===== src/hdl/bsd_pkg.sv =====
package bsd_pkg;

  // Genes per cell above this are clamped
  localparam int unsigned MAX_GENES = 262144;
  localparam logic [18:0] MAX_GENES_W = 19'(MAX_GENES);

  // Result kinds
  localparam logic [1:0] KIND_GENE  = 2'd0;
  localparam logic [1:0] KIND_VALUE = 2'd1;
  localparam logic [1:0] KIND_END   = 2'd2;

  // Configuration register indexes
  localparam logic [1:0] CFG_GENE_COUNT = 2'd0;
  localparam logic [1:0] CFG_VALUE_MODE = 2'd1;
  localparam logic [1:0] CFG_CELL_COUNT = 2'd2;

  typedef enum logic [1:0] {
    PH_BITMAP = 2'd0,
    PH_VALUES = 2'd1,
    PH_DONE   = 2'd2
  } phase_t;

  typedef struct packed {
    logic [18:0] gene_count;
    logic        value_mode;
    logic [23:0] cell_count;
  } bsd_cfg_t;

  // All results caused by one input item
  typedef struct packed {
    logic [7:0]  mask;      // set bitmap bits still to emit
    logic [14:0] base;      // bitmap byte number
    logic        has_val;
    logic [31:0] val;
    logic        has_end;
    logic [31:0] total;
    logic        done;
    logic [23:0] cell_no;
  } bsd_rec_t;

endpackage


===== src/hdl/bsd_parser.sv =====
module bsd_parser
  import bsd_pkg::*;
(
  input  logic      clk,
  input  logic      rst_n,
  input  logic      take,
  input  logic [7:0] stream_byte,
  input  bsd_cfg_t  cfg,
  output bsd_rec_t  rec,
  output logic      rec_any
);

  phase_t      phase_r, phase_nxt;
  logic [14:0] bbs_r, bbs_nxt;
  logic [18:0] exp_r, exp_nxt;
  logic [18:0] vrem_r, vrem_nxt;
  logic [1:0]  pos_r, pos_nxt;
  logic [23:0] asm_r, asm_nxt;
  logic [23:0] cell_r, cell_nxt;
  logic [31:0] cum_r, cum_nxt;

  logic [18:0] g_clamp;
  logic [18:0] g_round;
  logic [15:0] bm_len;
  logic [3:0]  popc;
  logic [18:0] exp_add;
  logic [23:0] cell_lim;
  logic        finish;
  logic [18:0] fin_exp;
  logic [32:0] sum;
  logic [31:0] tot_sat;
  logic        is_last;
  logic [18:0] vrem_dec;

  // Bitmap length in bytes
  always_comb begin
    g_clamp = cfg.gene_count;
    if (g_clamp == 19'd0) g_clamp = 19'd1;
    if (g_clamp > MAX_GENES_W) g_clamp = MAX_GENES_W;
    g_round = g_clamp + 19'd7;
    bm_len  = g_round[18:3];
  end

  always_comb begin
    popc = 4'd0;
    for (int k = 0; k < 8; k++) popc = popc + {3'd0, stream_byte[k]};
  end

  assign exp_add  = exp_r + {15'd0, popc};
  assign cell_lim = (cfg.cell_count == 24'd0) ? 24'd1 : cfg.cell_count;
  assign sum      = {1'b0, cum_r} + {14'd0, fin_exp};
  assign tot_sat  = sum[32] ? 32'hFFFF_FFFF : sum[31:0];
  assign is_last  = ({1'b0, cell_r} + 25'd1) >= {1'b0, cell_lim};
  assign vrem_dec = (vrem_r != 19'd0) ? vrem_r - 19'd1 : vrem_r;

  // Item decode and next state
  always_comb begin
    phase_nxt = phase_r;
    bbs_nxt   = bbs_r;
    exp_nxt   = exp_r;
    vrem_nxt  = vrem_r;
    pos_nxt   = pos_r;
    asm_nxt   = asm_r;
    cell_nxt  = cell_r;
    cum_nxt   = cum_r;
    finish    = 1'b0;
    fin_exp   = exp_r;

    rec         = '0;
    rec.base    = bbs_r;
    rec.cell_no = cell_r;

    case (phase_r)
      PH_BITMAP: begin
        rec.mask = stream_byte;
        exp_nxt  = exp_add;
        if (({1'b0, bbs_r} + 16'd1) >= bm_len) begin
          bbs_nxt = 15'd0;
          if (exp_add == 19'd0) begin
            finish  = 1'b1;
            fin_exp = exp_add;
          end else begin
            phase_nxt = PH_VALUES;
            vrem_nxt  = exp_add;
            pos_nxt   = 2'd0;
            asm_nxt   = 24'd0;
          end
        end else begin
          bbs_nxt = bbs_r + 15'd1;
        end
      end
      PH_VALUES: begin
        if (cfg.value_mode) begin
          rec.has_val = 1'b1;
          rec.val     = {24'd0, stream_byte};
          pos_nxt     = 2'd0;
          asm_nxt     = 24'd0;
        end else if (pos_r == 2'd3) begin
          rec.has_val = 1'b1;
          rec.val     = {stream_byte, asm_r};
          pos_nxt     = 2'd0;
          asm_nxt     = 24'd0;
        end else begin
          case (pos_r)
            2'd0:    asm_nxt = asm_r | {16'd0, stream_byte};
            2'd1:    asm_nxt = asm_r | {8'd0, stream_byte, 8'd0};
            default: asm_nxt = asm_r | {stream_byte, 16'd0};
          endcase
          pos_nxt = pos_r + 2'd1;
        end
        if (rec.has_val) begin
          vrem_nxt = vrem_dec;
          if (vrem_dec == 19'd0) finish = 1'b1;
        end
      end
      default: ;
    endcase

    // End of cell
    if (finish) begin
      rec.has_end = 1'b1;
      rec.total   = tot_sat;
      rec.done    = is_last;
      cum_nxt     = tot_sat;
      cell_nxt    = cell_r + 24'd1;
      exp_nxt     = 19'd0;
      vrem_nxt    = 19'd0;
      pos_nxt     = 2'd0;
      asm_nxt     = 24'd0;
      bbs_nxt     = 15'd0;
      phase_nxt   = is_last ? PH_DONE : PH_BITMAP;
    end
  end

  assign rec_any = (rec.mask != 8'd0) || rec.has_val || rec.has_end;

  always_ff @(posedge clk) begin
    if (!rst_n) begin
      phase_r <= PH_BITMAP;
      bbs_r   <= '0;
      exp_r   <= '0;
      vrem_r  <= '0;
      pos_r   <= '0;
      asm_r   <= '0;
      cell_r  <= '0;
      cum_r   <= '0;
    end else if (take) begin
      phase_r <= phase_nxt;
      bbs_r   <= bbs_nxt;
      exp_r   <= exp_nxt;
      vrem_r  <= vrem_nxt;
      pos_r   <= pos_nxt;
      asm_r   <= asm_nxt;
      cell_r  <= cell_nxt;
      cum_r   <= cum_nxt;
    end
  end

endmodule


===== src/hdl/bsd_emitter.sv =====
module bsd_emitter
  import bsd_pkg::*;
(
  input  logic        clk,
  input  logic        rst_n,
  input  logic        load,
  input  bsd_rec_t    rec,
  input  logic        rec_any,
  output logic        free,
  output logic        out_valid,
  input  logic        out_ready,
  output logic [1:0]  out_kind,
  output logic [17:0] out_gene_index,
  output logic [31:0] out_value_bits,
  output logic [23:0] out_cell_number,
  output logic [31:0] out_running_total,
  output logic        out_last,
  output logic        out_done_res
);

  bsd_rec_t    pend_r, pend_nxt;
  logic        pend_v_r, pend_v_nxt;

  logic        ov_r, ov_nxt;
  logic [1:0]  kind_r, kind_nxt;
  logic [17:0] gene_r, gene_nxt;
  logic [31:0] val_r, val_nxt;
  logic [23:0] cell_r, cell_nxt;
  logic [31:0] tot_r, tot_nxt;
  logic        last_r, last_nxt;
  logic        done_r, done_nxt;

  logic        slot_free;
  logic        emit;
  logic        found;
  logic [2:0]  sel;
  logic [7:0]  mask_rest;
  logic        em_last;

  assign slot_free = !ov_r || out_ready;
  assign emit      = pend_v_r && slot_free;

  // First set bit from the MSB
  always_comb begin
    found = 1'b0;
    sel   = 3'd0;
    for (int k = 7; k >= 0; k--) begin
      if (pend_r.mask[k] && !found) begin
        found = 1'b1;
        sel   = 3'(k);
      end
    end
    mask_rest      = pend_r.mask;
    mask_rest[sel] = 1'b0;
  end

  // Pick the next result of the pending item
  always_comb begin
    pend_nxt  = pend_r;
    kind_nxt  = kind_r;
    gene_nxt  = gene_r;
    val_nxt   = val_r;
    cell_nxt  = cell_r;
    tot_nxt   = tot_r;
    last_nxt  = last_r;
    done_nxt  = done_r;
    ov_nxt    = ov_r && !out_ready;
    em_last   = 1'b0;

    if (emit) begin
      ov_nxt   = 1'b1;
      cell_nxt = pend_r.cell_no;
      gene_nxt = 18'd0;
      val_nxt  = 32'd0;
      tot_nxt  = 32'd0;
      done_nxt = 1'b0;
      if (found) begin
        kind_nxt      = KIND_GENE;
        gene_nxt      = {pend_r.base, ~sel};
        pend_nxt.mask = mask_rest;
        em_last       = (mask_rest == 8'd0) && !pend_r.has_val && !pend_r.has_end;
      end else if (pend_r.has_val) begin
        kind_nxt         = KIND_VALUE;
        val_nxt          = pend_r.val;
        pend_nxt.has_val = 1'b0;
        em_last          = !pend_r.has_end;
      end else begin
        kind_nxt         = KIND_END;
        tot_nxt          = pend_r.total;
        done_nxt         = pend_r.done;
        pend_nxt.has_end = 1'b0;
        em_last          = 1'b1;
      end
      last_nxt = em_last;
    end

    pend_v_nxt = pend_v_r && !(emit && em_last);
    if (load) begin
      pend_nxt   = rec;
      pend_v_nxt = rec_any;
    end
  end

  assign free = !pend_v_r || (emit && em_last);

  always_ff @(posedge clk) begin
    if (!rst_n) begin
      pend_v_r <= 1'b0;
      ov_r     <= 1'b0;
    end else begin
      pend_v_r <= pend_v_nxt;
      ov_r     <= ov_nxt;
    end
  end

  always_ff @(posedge clk) begin
    pend_r <= pend_nxt;
    kind_r <= kind_nxt;
    gene_r <= gene_nxt;
    val_r  <= val_nxt;
    cell_r <= cell_nxt;
    tot_r  <= tot_nxt;
    last_r <= last_nxt;
    done_r <= done_nxt;
  end

  assign out_valid         = ov_r;
  assign out_kind          = kind_r;
  assign out_gene_index    = gene_r;
  assign out_value_bits    = val_r;
  assign out_cell_number   = cell_r;
  assign out_running_total = tot_r;
  assign out_last          = last_r;
  assign out_done_res      = done_r;

endmodule


===== src/hdl/bitmap_sparse_column_deframer_core.sv =====
// An accepted byte lands in the pending-item register at the accept edge; its first
// result moves to the output register when that is empty or being taken. Throughput,
// while out_ready holds: one byte per cycle if each byte causes at most one result, one
// result per cycle at the output port; a byte with n results holds off the next byte.
// Reset (rst_n low, synchronous): stream state back to the start of cell 0, pending and
// output registers empty, registers to gene_count 1, value_mode 0, cell_count 1.
module bitmap_sparse_column_deframer_core
  import bsd_pkg::*;
(
  input  logic        clk,
  input  logic        rst_n,
  input  logic        in_valid,
  output logic        in_ready,
  input  logic [7:0]  in_stream_byte,
  output logic        out_valid,
  input  logic        out_ready,
  output logic [1:0]  out_kind,
  output logic [17:0] out_gene_index,
  output logic [31:0] out_value_bits,
  output logic [23:0] out_cell_number,
  output logic [31:0] out_running_total,
  output logic        out_last,
  output logic        out_done_res,
  input  logic        cfg_valid,
  output logic        cfg_ready,
  input  logic [1:0]  cfg_index,
  input  logic [23:0] cfg_data
);

  bsd_cfg_t cfg_r, cfg_nxt;
  bsd_rec_t rec;
  logic     rec_any;
  logic     free;
  logic     take;

  // Configuration registers
  assign cfg_ready = 1'b1;

  always_comb begin
    cfg_nxt = cfg_r;
    if (cfg_valid) begin
      case (cfg_index)
        CFG_GENE_COUNT: cfg_nxt.gene_count = cfg_data[18:0];
        CFG_VALUE_MODE: cfg_nxt.value_mode = cfg_data[0];
        CFG_CELL_COUNT: cfg_nxt.cell_count = cfg_data;
        default: ;
      endcase
    end
  end

  always_ff @(posedge clk) begin
    if (!rst_n) begin
      cfg_r.gene_count <= 19'd1;
      cfg_r.value_mode <= 1'b0;
      cfg_r.cell_count <= 24'd1;
    end else begin
      cfg_r <= cfg_nxt;
    end
  end

  assign in_ready = free;
  assign take     = in_valid && free;

  bsd_parser u_parser (
    .clk         (clk),
    .rst_n       (rst_n),
    .take        (take),
    .stream_byte (in_stream_byte),
    .cfg         (cfg_r),
    .rec         (rec),
    .rec_any     (rec_any)
  );

  bsd_emitter u_emitter (
    .clk               (clk),
    .rst_n             (rst_n),
    .load              (take),
    .rec               (rec),
    .rec_any           (rec_any),
    .free              (free),
    .out_valid         (out_valid),
    .out_ready         (out_ready),
    .out_kind          (out_kind),
    .out_gene_index    (out_gene_index),
    .out_value_bits    (out_value_bits),
    .out_cell_number   (out_cell_number),
    .out_running_total (out_running_total),
    .out_last          (out_last),
    .out_done_res      (out_done_res)
  );

endmodule


===== config.mk =====
export PLATFORM = sky130hd
export DESIGN_NAME = bitmap_sparse_column_deframer_core
export DESIGN_NICKNAME = d
export VERILOG_FILES = /design/src/hdl/bsd_pkg.sv /design/src/hdl/bsd_parser.sv /design/src/hdl/bsd_emitter.sv /design/src/hdl/bitmap_sparse_column_deframer_core.sv
export SDC_FILE = /design/constraint.sdc
export NUM_CORES = 1
export LEC_CHECK = 0
export BUFFER_PORTS_ARGS = -buffer_cell sky130_fd_sc_hd__buf_4
export CORE_MARGIN = 2
export CORE_UTILIZATION = 60
export CTS_CLUSTER_DIAMETER = 80
export CTS_CLUSTER_SIZE = 28
export DETAILED_ROUTE_END_ITERATION = 10
export PLACE_DENSITY_LB_ADDON = 0.08
export SLEW_MARGIN = 20
export SYNTH_ARGS = -nofsm -noshare
export SYNTH_HDL_FRONTEND = slang
export SYNTH_SLANG_ARGS = --single-unit

===== constraint.sdc =====
create_clock -name clk -period 8.57 [get_ports clk]
set_input_delay 0.4285 -clock clk [delete_from_list [all_inputs] [get_ports clk]]
set_output_delay 0.4285 -clock clk [all_outputs]
set_load 0.01 [all_outputs]

# After elaboration in Yosys (flattened, before gate mapping)
# Index checks and enable logic that the tools add are counted.
# W data, S select, Z words.
[word_totals] output_inout_bits=113 ff_bits=407 word_cells=206 in_bits=39
[op_classes] magnitude_cmp=5 n_eq_ne=11 n_addsub=16 n_bitwise=7 n_mux=79 n_reduce_logical=60
[ops] cell="$mux W19" count=12
[ops] cell="$mux W24" count=6
[ops] cell="$mux W33" count=4
[ops] cell="$mux W114" count=1
[ops] cell="$pmux W24 S2" count=2
[ops] cell="$logic_not A19 Y1" count=3
[ops] cell="$mux W15" count=3
[ops] cell="$pmux W19 S2" count=1
[ops] cell="$mux W34" count=1
[ops] cell="$add A32 B19 Y33" count=1
[ops] cell="$mux W32" count=1
[ops] cell="$add A24 B1 Y25 const B" count=1
[ops] cell="$ge A25 B24 Y1" count=1
[ops] cell="$add A24 B1 Y24 const B" count=1
[ops] cell="$add A4 B1 Y4" count=6
[ops] cell="$logic_not A24 Y1" count=1
[ops] cell="$mux W3" count=8
[ops] cell="$mux W8" count=3
[ops] cell="$or A24 B16 Y24" count=1
[ops] cell="$or A24 B24 Y24" count=1
[ops] cell="$or A24 B8 Y24" count=1
[ops] cell="$mux W1" count=23
[ops] cell="$mux W2" count=11
[ops] cell="$add A19 B3 Y19 const B" count=1
[ops] cell="other kinds (37)" count=84

# Longest topological paths before layout
# Gate-level depths: netlist of the first run.
[depth] word_depth=38 depth_mapped=31 mapped_depth_nobuf=28

# By module
# From an unflattened synthesis of the first run, not the netlist that was laid out.
[unflattened] hier_cells=2063 hier_area_um2=20847.5
[by_module_without_submodules] mod="bsd_parser" cells_each=1508 instances=1 area_per_inst_um2=11354.6
[by_module_without_submodules] mod="bsd_emitter" cells_each=379 instances=1 area_per_inst_um2=7736.2
[by_module_without_submodules] mod="bitmap_sparse_column_deframer_core" cells_each=176 instances=1 area_per_inst_um2=1756.7

# Least setup slack after synthesis of the first run
# OpenSTA, ideal clock, no wires.
[synth_timing] path_kind="input-to-reg" start="input in_stream_byte[0]" end="register u_parser.cum_r[28]" arrival_ns=7.577 path_buffers=4 path_stages=27 setup_ns=0.122 t_required_ns=8.448 path_slack_ns=0.871 path_cell_list="ha_1 inv_1 fa_1 fa_1 fa_1 fa_1 fa_1 nand2b_1 a211oi_1 xor2_1 or4_1 and4b_1 and4_1 clkbuf_1 nor2_1 ha_1 clkbuf_1 nand4_1 or3_1 a211o_1 a311oi_1 or2_2 clkbuf_1 and2_1 clkbuf_1 nand2_1 o311a_1"
[synth_via] elab_chain_len=14 word_cells_on_any_way=18 cone_classes="9 x add/sub; 7 x mux; 2 x reduce/logical"
[synth_rtl] item="start, declared" line="bitmap_sparse_column_deframer_core.sv:14" text="input logic [7:0] in_stream_byte,"
[synth_rtl] item="$add A1 B1 Y2 *" line="bsd_parser.sv:46" text="for (int k = 0; k < 8; k++) popc = popc + {3'd0, stream_byte[k]};"
[synth_rtl] item="$add A4 B1 Y4 * (6 in series)" line="bsd_parser.sv:46"
[synth_rtl] item="$add A19 B4 Y19 *" line="bsd_parser.sv:49" text="assign exp_add = exp_r + {15'd0, popc};"
[synth_rtl] item="$logic_not A19 Y1" line="bsd_parser.sv:79" text="if (exp_add == 19'd0) begin"
[synth_rtl] item="$mux W19" line="bsd_parser.sv:79"
[synth_rtl] item="$mux W19" line="bsd_parser.sv:77" text="if (({1'b0, bbs_r} + 16'd1) >= bm_len) begin"
[synth_rtl] item="$mux W19" line="bsd_parser.sv:73" text="case (phase_r)"
[synth_rtl] item="$add A32 B19 Y33" line="bsd_parser.sv:51" text="assign sum = {1'b0, cum_r} + {14'd0, fin_exp};"
[synth_rtl] item="$mux W32" line="bsd_parser.sv:52" text="assign tot_sat = sum[32] ? 32'hFFFF_FFFF : sum[31:0];"
[synth_rtl] item="end signal, assigned" line="bsd_parser.sv:155" text="cum_r <= cum_nxt;"
[synth_rtl] item="end, declared" line="bsd_parser.sv:20" text="logic [31:0] cum_r, cum_nxt;"
# Every way passes the cells marked *; elsewhere a longest branch is shown, timed or not.
# A chain may end at the register's enable or synchronous reset.

# Worst setup path after layout of the first run
[layout_timing] start="register cfg_r[29] in the netlist's numbering" end="register u_emitter.pend_r[55] in the netlist's numbering (data pin)"
[layout_via] elab_chain_len=10 word_cells_on_any_way=12 cone_classes="2 x add/sub; 2 x order compare; 7 x mux; 1 x reduce/logical"
[layout_rtl] item="start, declared" line="bitmap_sparse_column_deframer_core.sv:30" text="bsd_cfg_t cfg_r, cfg_nxt;"
[layout_rtl] item="start signal, assigned" line="bitmap_sparse_column_deframer_core.sv:57" text="cfg_r <= cfg_nxt;"
[layout_rtl] item="$logic_not A19 Y1" line="bsd_parser.sv:38" text="if (g_clamp == 19'd0) g_clamp = 19'd1;"
[layout_rtl] item="$mux W19 *" line="bsd_parser.sv:38"
[layout_rtl] item="$gt A19 B19 Y1" line="bsd_parser.sv:39" text="if (g_clamp > MAX_GENES_W) g_clamp = MAX_GENES_W;"
[layout_rtl] item="$mux W19 *" line="bsd_parser.sv:39"
[layout_rtl] item="$add A19 B3 Y19 *" line="bsd_parser.sv:40" text="g_round = g_clamp + 19'd7;"
[layout_rtl] item="$ge A16 B16 Y1 *" line="bsd_parser.sv:77"
[layout_rtl] item="$mux W19" line="bsd_parser.sv:77"
[layout_rtl] item="$mux W19" line="bsd_parser.sv:73"
[layout_rtl] item="$add A32 B19 Y33" line="bsd_parser.sv:51"
[layout_rtl] item="$mux W32" line="bsd_parser.sv:52"
[layout_rtl] item="end signal, assigned" line="bsd_emitter.sv:117" text="pend_r <= pend_nxt;"
[layout_rtl] item="end, declared" line="bsd_emitter.sv:21" text="bsd_rec_t pend_r, pend_nxt;"
# Marked as above.

==> results of run 1 <==
==> cell families (layout without fill, tap and decap cells) <==
logic type                 Yosys count  count (layout)  share of synthesized area
xor gates and xnor gates            89              89                     0.0381
AOI/OAI and AO/OA                  484             484                      0.151
other                                1               1                   0.000183
muxes                               26              26                     0.0128
and+or+nand+nor                    793             793                      0.199
buffers and inverters              205             297                     0.0394
adders and majority gates           80              80                     0.0510
DFF                                407             407                      0.508
==> final timing paths <==
kind | to | slack (ns) | cells after the start
setup / recovery | u_emitter.pend_r[55] | 0.85 | 26
hold / removal | cfg_r[0] | 0.14 | 3
setup reg to reg | u_emitter.pend_r[55] | 0.85 | 26
hold reg to reg | u_emitter.out_cell_number[10] | 0.43 | 0
==> report_power, final <==
group / switching [mW] / total (mW) / internal (mW) / leakage [nW]
clock: 0.616 / 1.05 / 0.432 / 0.268
sequential: 0.0928 / 2.32 / 2.22 / 3.68
combinational: 0.691 / 1.06 / 0.366 / 4.72
==> layer usage <==
layer	vias to the layer above	part of all wire
li1	7755	-
met5	-	0
met2	396	0.48
met1	7562	0.46
met4	0	0.013
met3	47	0.049
==> area by class of cell <==
type / count / area (sq um)
sequential: 407 / 10400
timing repair buffer: 180 / 1350
clock buffer: 29 / 513
fill: 2742 / 11100
tap: 448 / 561
clock inverter: 4 / 58.8
multi-input combinational: 1473 / 9280
inverter: 84 / 320
==> sequential cells by signal (all words and copies together) (netlist names) <==
register / flops
u_emitter.out_cell_number: 24
u_parser.asm_r: 24
u_parser.cum_r: 32
u_parser.phase_r: 2
u_parser.vrem_r: 19
u_emitter.out_valid: 1
cfg_r: 44
u_emitter.out_running_total: 32
u_emitter.out_kind: 2
u_parser.exp_r: 19
u_parser.bbs_r: 15
u_emitter.out_value_bits: 32
u_parser.cell_r: 24
u_emitter.out_gene_index: 18
u_emitter.pend_r: 114
u_emitter.out_done_res: 1
u_emitter.pend_v_r: 1
u_parser.pos_r: 2
u_emitter.out_last: 1
==> placed cells by master (no fill, tap or decap), types with 29 or more instances in the layout <==
cell type,Yosys,final
nand3_1,59,59
inv_1,83,81
xor2_1,42,42
nor3_1,48,48
buf_4,1,180
o31ai_1,29,29
nand2_1,215,215
a21oi_1,199,199
and2_1,69,69
dfxtp_1,183,183
ha_1,73,73
and3_1,94,94
o21ai_0,66,65
xnor2_1,47,47
a31oi_1,36,36
edfxtp_1,224,224
nor2_1,136,135
a211oi_1,29,29
==> through the flow <==
step | power (mW) | instances | util | instance area [sq um]
floorplan | 3.07 | 2085 | - | 20400
global placement | 3.39 | 2592 | 0.653 | 21900
detailed placement | 3.41 | 2592 | 0.653 | 21900
CTS | 4.43 | 2625 | 0.670 | 22500
global route | 4.64 | 2625 | 0.670 | 22500
finish | 4.42 | 2625 | 0.670 | 22500
==> tightest hold or removal path: stages <==
cell and delay, ns:
buf_4 0.11, nand2_1 0.05, nand3_1 0.06
==> cell usage after synthesis (47+ instances only) <==
master      n  area (sq um)
a21oi_1   199           996
and2_1     69           432
and3_1     94           588
clkbuf_1   92           345
dfxtp_1   183          3660
edfxtp_1  224          6730
ha_1       73           913
inv_1      83           312
nand2_1   215           807
nand3_1    59           295
nor2_1    136           510
nor3_1     48           240
o21ai_0    66           330
xnor2_1    47           412
==> flow_summary.yaml, run 1 <==
route:
  vias: 15760
  drt_iter0_markers: 1146
  ant_nets: 0
  vias_per_cell: 6.00
  wl_per_cell_microns: 18.4
  firstDrtPassIters: 5
  drt-total-wl_microns: 48200
  drc: 0
logic_synthesis:
  yosys_warnings: 0
  async_flop_share: 0
  postSynthAreaPerCell_sq_um: 9.80
  syn_area_sq_um: 20400
  ys_ff_latch: 407
  synthesis.nets: 2203
  synth_edf_count: 224
  ys_seq_area_frac: 0.508
  ys_types: 90
  syn_inst: 2085
  ys.flop_type: "edfxtp_1"
floorplan:
  fp.dieH_microns: 189
  die_w_microns: 189
  rows: 67
  io_pins: 152
  core_area_sq_um: 33500
  initial_core_util: 0.610
  dieArea_sq_um: 35600
timing:
  fin_crit_sh: 0.901
  fin_worst_skew_ns: 0.0203
  fin_setup_tns_ns: 0
  layout_min_cycle_time_ns: 7.72
  slew_viol_final: 0
  timing.hold.ws_ns: 0.140
  fmax_ghz: 0.129
  hold_viol_final: 0
  setup_violations: 0
  tightest_slew_ns: 1.17
  final.setup.worst_slack_ns: 0.847
  relSlewSlack: 0.217
  rsz0062_at_grt: "no"
run_status:
  status: "completed"
critical_path:
  end_kind: "register"
  path_buf_inv: 3
  timing.rr.start: "cfg_r[29]"
  slowest_delay_ns: 0.64
  required_ns: 8.94
  cp-start-kind: "register"
  worstSetupStartpoint: "cfg_r[29]"
  cp_max_fo: 10
  cp_common_cell: "buf_4"
  crit_family: "simple AND/OR/NAND/NOR gates"
  arrival_ns: 8.09
  critPathKind: "reg2reg"
  cp_slowest_cell: "nor4b_1"
power_and_ir_drop:
  p_per_area_nw_per_um2: 197
  vdd_drop_max_v: 0.000190
  p_leak_nw: 8.67
finish:
  syn_to_final_growth_pct: 9.93
  nets: 2283
  diodes: 0
  drive_above_1_share: 0.113
flow_run:
  cap_violations: 0
clock_network:
  cts.path.max_buffers: 3
  post_cts_buffers: 0
  cts.sink_count: 407
  ctsResizeCount: 0
  hold_buffers: 0
  cts_buffers: 19
  path_clk_slew_ns: 0.11
  root_buffer: "clkbuf_16"
  cts_tree: "yes"
  htreeDepth: 1
  insertion_delay_ns: 0.54
global_routing:
  grt_start_max_net_pins: 70
  grt_overflow: 0
  grt_use_met3: 0.0279
  grt_use_met2: 0.444
  grt_usage: 0.267
  antenna_found_initial: 0
  grtUsageMet1: 0.386
  busiest_layer: "met2"
  grt_pass1_vias: 14670
  grt_pass1_wl_microns: 77700
hold_path:
  hp-class: "in2reg"
  hold_start: "cfg_data[0]"
placement:
  port_buffers: 150
  dp_hpwl_microns: 34300
  place_ws_ns: 0.335
  globalplace.congestion: 0.939
Note: power is estimated with default switching activity, not from simulation.
==> inputs of run 2 (changes only) <==
==> constraint.sdc (replaced) <==
create_clock -name clk -period 8.57 [get_ports clk]
set_input_delay 2.571 -clock clk [delete_from_list [all_inputs] [get_ports clk]]
set_output_delay 2.571 -clock clk [all_outputs]
set_load 0.01 [all_outputs]
==> flow_summary.yaml, run 2 (same netlist as run 1, synthesis figures left out) <==
clock_network:
  cts_tree: "yes"
  insertion_delay_ns: 0.56
  path_clk_slew_ns: 0.11
  cts.path.max_buffers: 3
  cts_buffers: 20
  htreeDepth: 1
  hold_buffers: 0
  root_buffer: "clkbuf_16"
  cts.sink_count: 407
critical_path:
  cp-start-kind: "input pin"
  slowest_delay_ns: 0.56
  critPathKind: "in2reg"
  required_ns: 9.02
  cp_common_cell: "fa_2"
  cp_slowest_cell: "or4_4"
  arrival_ns: 9.30
  end_kind: "register"
  cp_max_fo: 8
global_routing:
  grt_start_max_net_pins: 79
  grt_pass1_vias: 15797
  grt_pass1_wl_microns: 81600
  grt_overflow: 0
  antenna_found_initial: 0
  grt_usage: 0.282
floorplan:
  dieArea_sq_um: 35600
  fp.dieH_microns: 189
  die_w_microns: 189
  core_area_sq_um: 33500
  io_pins: 152
  initial_core_util: 0.610
  rows: 67
timing:
  final.setup.worst_slack_ns: -0.277
  layout_min_cycle_time_ns: 8.85
  rsz0062_at_grt: "yes"
  tightest_slew_ns: 1.00
  timing.hold.ws_ns: 0.427
  fin_worst_skew_ns: 0.0367
  slew_viol_final: 0
  relSlewSlack: 0.328
  fmax_ghz: 0.113
  fin_setup_tns_ns: -7.13
  fin_crit_sh: 1.03
  setup_violations: 61
  hold_viol_final: 0
run_status:
  status: "finished with violations"
  violations: "setup timing"
flow_run:
  cap_violations: 0
power_and_ir_drop:
  p_per_area_nw_per_um2: 193
  sw_frac_of_total: 0.318
  p_leak_nw: 9.53
  p_seq_frac: 0.497
  p_sw_mw: 1.49
  p_clk_frac: 0.239
  vdd_drop_max_v: 0.000182
  power.total_mw: 4.67
  power_frac_comb: 0.264
  p_int_mw: 3.18
finish:
  regMostFlops: "u_emitter.pend_r"
  nFillCells: 2567
  stdcell_area_sq_um: 24300
  syn_to_final_growth_pct: 18.6
  nets: 2420
  top_regs: "u_emitter.pend_r x114, cfg_r x44"
  diodes: 0
  fin_cells: 2764
  largest_reg_flops: 114
  drive_above_1_share: 0.206
  final_core_util: 0.723
  final_cell_mix: "300 x buf_4, 224 x edfxtp_1, 213 x nand2_1"
  final_common_cell: "buf_4"
route:
  drt_iter0_markers: 1512
  firstDrtPassIters: 6
  drc: 0
  vias: 16779
  wl_per_cell_microns: 18.6
  drt-total-wl_microns: 51400
  ant_nets: 0
  vias_per_cell: 6.07
placement:
  dp_cells: 2703
  dp_hpwl_microns: 36000
  globalplace.congestion: 0.904
  placed_area_sq_um: 23000
  place_ws_ns: -1.08
  port_buffers: 150
hold_path:
  hp-class: "reg2reg"
[run 2: what timing repair did]
item	4_1_cts	5_1_grt
setup buffers	14	9
endpoints found under the setup margin	64	64
gates cloned	2	1
pin swaps	37	27
gates resized for setup	42	53
[run 2: worst paths after layout]
kind                       start                      endpoint  slack, ns  cells after the start
min          u_emitter.pend_r[9]  u_emitter.out_cell_number[9]       0.43                      0
min reg2reg  u_emitter.pend_r[9]  u_emitter.out_cell_number[9]       0.43                      0
max reg2reg            cfg_r[29]            u_parser.cum_r[23]       1.18                     28
max            in_stream_byte[1]            u_parser.cum_r[23]      -0.28                     26
[run 2: final cells by class]
class                           count  area (sq um)  area share
Sequential cell                   407         10400       0.428
Multi-Input combinational cell   1475          9890       0.408
Timing Repair Buffer              314          2440       0.101
Clock buffer                       29           566      0.0233
Tap cell                          448           561      0.0231
Inverter                           84           320      0.0132
Clock inverter                      7          85.1     0.00351
[run 2: per-layer routing]
metal | share of wire | GRT usage | vias to the layer above
li1 | - | - | 8019
met1 | 0.44 | 0.390 | 8108
met2 | 0.48 | 0.480 | 574
met3 | 0.056 | 0.0309 | 78
met4 | 0.020 | 0.0622 | 0
met5 | 0 | 0 | -
[run 2: critical path, delay by kind of cell]
kind / cells / cell delay, ns
compound gates: 7 / 1.50
xor+xnor: 1 / 0.12
fa+ha+maj: 7 / 2.67
buf+inv: 4 / 0.48
simple gates: 7 / 1.96
[run 2: power groups by stage]
stage / Sequential [mW] / Clock (mW) / Combinational (mW)
final: 2.32 / 1.12 / 1.23
after global routing: 2.34 / 1.20 / 1.34
after CTS: 2.32 / 1.13 / 1.19
after detailed placement: 2.36 / 0 / 1.16
after global placement: 2.36 / 0 / 1.14
after floorplan: 2.36 / 0 / 0.741
